--- config.mk ---
export PLATFORM = sky130hd
export DESIGN_NAME = segint_div
export DESIGN_NICKNAME = d
export VERILOG_FILES = /design/src/segint_pkg.sv /design/src/segint_div.sv
export SDC_FILE = /design/constraint.sdc
export NUM_CORES = 2
export LEC_CHECK = 0
export ABC_AREA = 1
export BUFFER_PORTS_ARGS = -buffer_cell sky130_fd_sc_hd__buf_2
export CAP_MARGIN = 20
export CORE_MARGIN = 10
export CORE_UTILIZATION = 45
export DETAILED_ROUTE_END_ITERATION = 16
export GPL_TIMING_DRIVEN = 0
export PLACE_DENSITY = 0.61
export SLEW_MARGIN = 10
export SYNTH_ARGS = -nofsm -noshare
export SYNTH_HDL_FRONTEND = slang
export SYNTH_SLANG_ARGS = --single-unit
--- constraint.sdc ---
create_clock -name clk -period 2.8 [get_ports clk]
set_input_delay 0.14 -clock clk [delete_from_list [all_inputs] [get_ports clk]]
set_output_delay 0.14 -clock clk [all_outputs]
set_load 0.01 [all_outputs]
--- src/segint_pkg.sv ---
`default_nettype none
package segint_pkg;

	// coordinate width and derived datapath widths
	localparam int W  = 16;
	localparam int CW = 2 * W + 1;      // c1, c2
	localparam int DW = 2 * W + 3;      // determinant
	localparam int NW = 3 * W + 3;      // numerators
	localparam int QB = W + 2;          // quotient bits kept by the divider
	localparam int EW = W + 3;          // signed width of the point for box tests

	localparam int DET_TOL_W   = 16;
	localparam int COORD_TOL_W = 8;
	localparam int CFG_W       = 16;

	// register indexes
	localparam logic REG_DET_TOL   = 1'b0;
	localparam logic REG_COORD_TOL = 1'b1;

	// status codes
	localparam logic [1:0] ST_PARALLEL = 2'd0;
	localparam logic [1:0] ST_OUTSIDE  = 2'd1;
	localparam logic [1:0] ST_ENDPOINT = 2'd2;
	localparam logic [1:0] ST_HIT      = 2'd3;

	typedef struct packed {
		logic signed [W-1:0] x1;
		logic signed [W-1:0] y1;
		logic signed [W-1:0] x2;
		logic signed [W-1:0] y2;
		logic signed [W-1:0] x3;
		logic signed [W-1:0] y3;
		logic signed [W-1:0] x4;
		logic signed [W-1:0] y4;
	} coords_t;

	typedef struct packed {
		logic    par;
		coords_t c;
	} side_t;

endpackage
`default_nettype wire

--- src/segint_div.sv ---
`default_nettype none
module segint_div (
	input  wire logic                                clk,
	input  wire logic                                ce,
	input  wire logic signed [segint_pkg::NW-1:0] num,
	input  wire logic        [segint_pkg::DW-1:0] den_mag,
	input  wire logic                                den_neg,
	output logic             [segint_pkg::QB-1:0] q_mag,
	output logic                                     q_neg,
	output logic                                     big
);
	localparam int NW = segint_pkg::NW;
	localparam int DW = segint_pkg::DW;
	localparam int QB = segint_pkg::QB;

	logic [DW-1:0] rem_s [QB+1];
	logic [QB-1:0] lo_s  [QB+1];
	logic [QB-1:0] q_s   [QB+1];
	logic [DW-1:0] md_s  [QB+1];
	logic          neg_s [QB+1];
	logic          big_s [QB+1];

	logic [NW-1:0]    mn;
	logic [NW-QB-1:0] r0;

	// take magnitudes; a quotient of 2^QB or more only needs the flag
	assign mn = num[NW-1] ? NW'(-num) : NW'(num);
	assign r0 = mn[NW-1:QB];

	always_ff @(posedge clk) begin
		if (ce) begin
			rem_s[0] <= DW'(r0);
			lo_s[0]  <= mn[QB-1:0];
			q_s[0]   <= '0;
			md_s[0]  <= den_mag;
			neg_s[0] <= num[NW-1] ^ den_neg;
			big_s[0] <= {{(DW-(NW-QB)){1'b0}}, r0} >= den_mag;
		end
	end

	// one restoring step per stage
	for (genvar k = 0; k < QB; k++) begin : g_step
		logic [DW:0] rr;
		logic        ge;
		assign rr = {rem_s[k], lo_s[k][QB-1]};
		assign ge = rr >= {1'b0, md_s[k]};
		always_ff @(posedge clk) begin
			if (ce) begin
				rem_s[k+1] <= ge ? DW'(rr - {1'b0, md_s[k]}) : rr[DW-1:0];
				lo_s[k+1]  <= {lo_s[k][QB-2:0], 1'b0};
				q_s[k+1]   <= {q_s[k][QB-2:0], ge};
				md_s[k+1]  <= md_s[k];
				neg_s[k+1] <= neg_s[k];
				big_s[k+1] <= big_s[k];
			end
		end
	end

	assign q_mag = q_s[QB];
	assign q_neg = neg_s[QB];
	assign big   = big_s[QB];
endmodule
`default_nettype wire

; ---- After elaboration in Yosys (flattened, before gate mapping)
; Memory sizes are Yosys's and may differ from the RTL's.
; Index checks and enable logic that the tools add are counted.
[totals]
n_memories = 6
ram_bits = 2052
output_inout_bits = 20
rom_bits = 0
inputBits = 89
regBits = 0
latch_bits = 0
[memory_table]
columns = memory, depth, word_bits, read_ports, rd_clocked_by_memory_dff, wr, line
row1 = md_s, 19, 35, 18, 0, 19, segint_div.sv:19  ; logic [DW-1:0] md_s [QB+1];
row2 = rem_s, 19, 35, 18, 0, 19, segint_div.sv:16  ; logic [DW-1:0] rem_s [QB+1];
row3 = lo_s, 19, 18, 18, 0, 19, segint_div.sv:17  ; logic [QB-1:0] lo_s [QB+1];
row4 = q_s, 19, 18, 19, 0, 19, segint_div.sv:18  ; logic [QB-1:0] q_s [QB+1];
row5 = big_s, 19, 1, 19, 0, 19, segint_div.sv:21  ; logic big_s [QB+1];
row6 = neg_s, 19, 1, 19, 0, 19, segint_div.sv:20  ; logic neg_s [QB+1];
[classes]
n_addsub = 19
div_mod_pow = 0
multipliers = 0
n_mux = 21
n_shift = 0
bitwise = 1
magnitude_cmp = 19
n_eq_ne = 0
n_reduce_logical = 0
[op_table]
columns = operator, n
row1 = 36-bit by 35-bit greater-or-equal comparator with 1-bit output, 18
row2 = 35-bit two-way mux, 18
row3 = 35-bit subtractor, 18
row4 = 51-bit two-way mux, 1
row5 = 51-bit negator, 1
row6 = 33-bit by 35-bit greater-or-equal comparator with 1-bit output, 1
row7 = 1-bit two-way mux, 2
row8 = 1-bit bitwise XOR, 1

; ---- Depth between registers and ports, before layout
[logic_depth]
depth_word = 3
depth_mapped = 19

; ---- Least setup slack after synthesis
; No wires, ideal clock.
[synth_path]
kind = in2reg
start = in num[0] (netlist name)
end = mem big_s[0] (data pin)
slack_ps = 390
n_path_buf = 0
path_stages = 18
setup_ps = 265
t_arrival_ps = 2144
cell_sequence = inv_1 ha_1 nand2_1 nor2_2 nand2_1 nor2_1 nand3b_1 o21ai_2 o21ai_1 nand2_1 nand2_1 ha_1 a21oi_1 o21ai_0 a31oi_1 nand2_1 nand2_1 nand4_1
[synth_rtl]
columns = item, line
row1 = "start, declared", segint_div.sv:5  ; input wire logic signed [segint_pkg::NW-1:0] num,
row2 = "end, declared", segint_div.sv:21

==> impl_results.md <==
- Status: complete, no violations
- DRC: 0
- Most common cell in the netlist: nand2_1
- Final HPWL from detailed placement: 247800 um
- CP endpoint kind: flip-flop
- Main synth FF type: edfxtp_1
- Nature of the critical path startpoint: flip-flop
- Minimum clock period: 2724 ps
- Bufs on Longest Clock Path: 3
- CTS H-Tree Depth: 4
- Initial DRC Count: 8364
- Gr ovfl total: 0
- Clock skew: 42.10 ps
- Critical path class: reg -> reg
- Vias in the first global route: 78980
- #FFs+latches synth: 1638
- Crit Path Max Fanout: 10
- Setup violations, final: 0
- Initial antenna violation count: 5
- Layout cells sized above 1: 8.204%
- GRT Resource Usage Total: 23.22%
- Crit-path leading delay family: simple AND/OR/NAND/NOR gates
- Hold Vio Cnt, Final: 0
- Routed len/inst: 17.81 um
- Max Freq: approximately 370 MHz
- Worst path cell trace: ha_2, fa_2, inv_2, nand3_1, nand3_4, nand2_1, nand3_2, nand2_1, nand2_2, nand2_2, nand2_4, inv_2, clkbuf_4, nand2_1, nand2_1
- Die height: 508.5 um
- Syn-to-layout area delta: 12.21%
- Max-cap violations: 0
- Synth area leader: edfxtp_1
- Synth cell count leaders: nand2_1 (5140), inv_1 (2415), edfxtp_1 (1638), nor2_1 (1029), ha_1 (663)
- Routed WL: around 300000 um
- Final nets: 14810
- Cell row count: 179
- Worst skew pair latency: 850 ps
- Max incr delay on CP: 440 ps
- Total CTS buffers: around 180
- Die area: 258600 um2
- Final WS setup: 75.78 ps
- Mapped Avg Cell Area: between 7 and 8 um2
- Vias per cell: 4.986
- Yosys warning total: 0
- Fill count: 22980
- Cell mode on critical path: nand2_1
- Die W: 508.5 um
- Pre-CTS WS: -1807 ps
- CTS tree: yes
- VDD IR-drop max: 589.3 uV
- CORE AREA: 237600 um2
- Fin crit share: 97.29%
- PortBufs: 107
- Leakage power: a little under 60 nW
- Clock slew at reported path FFs: approximately 60 ps
- Largest net degree at the start of global routing: 158
- Hold Path Class: in -> reg
- Area contributors post-synth: edfxtp_1 (46%), nand2_1 (18%), inv_1 (8.4%)
- Slew HR: about a quarter
- Sink Count: roughly 1600
- ANT nets after route: 0
- Vias after detailed routing: 86580
- Cells after Synth: 13580
- Initial DRT Pass Iterations: 8
- Worst Path Required: around 3400 ps
- CTS Root Cell: clkbuf_16
- Register area share after synthesis: 45.80%
- Final GP Congestion: 0.9549
- Multi-input combinational cell area: between 40000 and 50000 um2
- CP arrival: 3330 ps
- Effective utilization at floorplan: 45.20%
- Mapped Nets: 14340
- Number of synthesized flops with an enable pin: about 1600
- Count of cell types in the netlist: 47
- Hold Slack: a little over 80 ps
- Pins Over Slew Limit: 0
- Least-Margin Pin Slew: 1103 ps
- FFs w/ async S/R, synth: 0%
- FF/Latch Area: 49190 um2
- Power consumption: 0.1270 W
- Slowest CP cell: fa_2
- CP bufs+invs: 3
- Power per cell area: roughly 1100 nW/um2
- IO Pins: 109
- Mapped Area: 107400 um2
- First-pass GRT wire length: ~470000 um
- Share of the synthesized area in the top cell type: between 40% and 50%
## where the power goes
part / switching (W) / leakage [nW] / internal [W]
Combinational: 0.0421 / 40.5 / 0.0213
Sequential: 0.00394 / 16.1 / 0.0353
Clock: 0.0103 / 2.94 / 0.0140
## layout make-up
cell class                 count  area share, %
buffer                       126          1.068
sequential                  1638          40.81
antenna                        7        0.01453
multi-input combinational   9299          39.76
inverter                    2512          7.832
tap                         3167          3.288
clock inverter               125          1.149
clock buffer                 208          3.895
timing repair buffer         281          2.180
## cell families (layout without fill, tap and decap cells)
| group | after synthesis | after routing | synth area share [%] |
|---|---|---|---|
| buffers and inverters | 2638 | 3252 | 9.938 |
| and+or+nand+nor | 7464 | 7464 | 29.38 |
| other | 0 | 7 | 0 |
| DFF | 1638 | 1638 | 45.80 |
| adders and majority gates | 680 | 680 | 8.040 |
| AOI/OAI and AO/OA | 811 | 811 | 4.045 |
| xor gates and xnor gates | 344 | 344 | 2.805 |
## routing by layer
metal | share of wire, % | vias to the layer above | global-route usage [%]
li1 | - | 44000 | -
met1 | 47 | 39690 | 34.03
met2 | 44 | 2551 | 36.29
met3 | 7.0 | 341 | 3.527
met4 | 2.0 | 0 | 5.066
met5 | 0 | - | 0
## stage by stage
stage | TNS (ps) | utilization [%] | area (um2) | cells
after floorplan | 0 | - | 107400 | 13580
after global placement | - | 47.09 | 111900 | 16850
after detailed placement | -567970 | 47.23 | 112200 | 16860
after CTS | 0 | 50.50 | 120000 | 17340
after global routing | -15.84 | 50.72 | 120500 | 17360
final | 0 | 50.72 | 120500 | 17360
## final timing paths
check                           startpoint            to  cells after the start  slack [ps]
worst max-delay path            md_s[0][0]  rem_s[1][15]                     15          80
worst min-delay path            den_mag[2]    md_s[0][2]                      2          80
worst max register to register  md_s[0][0]  rem_s[1][15]                     15          80
worst min register to register  lo_s[1][2]    lo_s[2][3]                      0         400
## timing repair
action | CTS | global route
hold buffers | 142 | 0
resized for setup | 22 | 127
setup buffers | 3 | 12
hold endpoints to repair | 164 | 0
pin swaps | 0 | 7
cloned | 5 | 1
endpoints found under the setup margin | 415 | 535
## registers in the layout, indices dropped and copies added, names as in the netlist
register	flops
md_s	630
q_s	171
rem_s	628
neg_s	19
lo_s	171
big_s	19
## cells in the final DEF, fill, tap and decap left out, types with 29 or more instances in the layout
master,n
buf_2,133
clkinv_2,33
clkinv_1,36
xnor2_1,44
clkbuf_16,185
nand2_1,5131
nor4_1,39
nand3_1,458
nand3_2,188
nor3_1,108
inv_1,2406
edfxtp_1,1638
ha_1,658
o21bai_1,85
nand4_1,126
nand3b_1,114
a21oi_1,487
nor2_2,96
clkbuf_1,29
o21ai_0,185
nor2_1,1004
inv_2,99
buf_4,47
xor2_1,300
dlygate4sd3_1,139
nand2_2,143
Note: power is estimated with default switching activity, not from simulation.
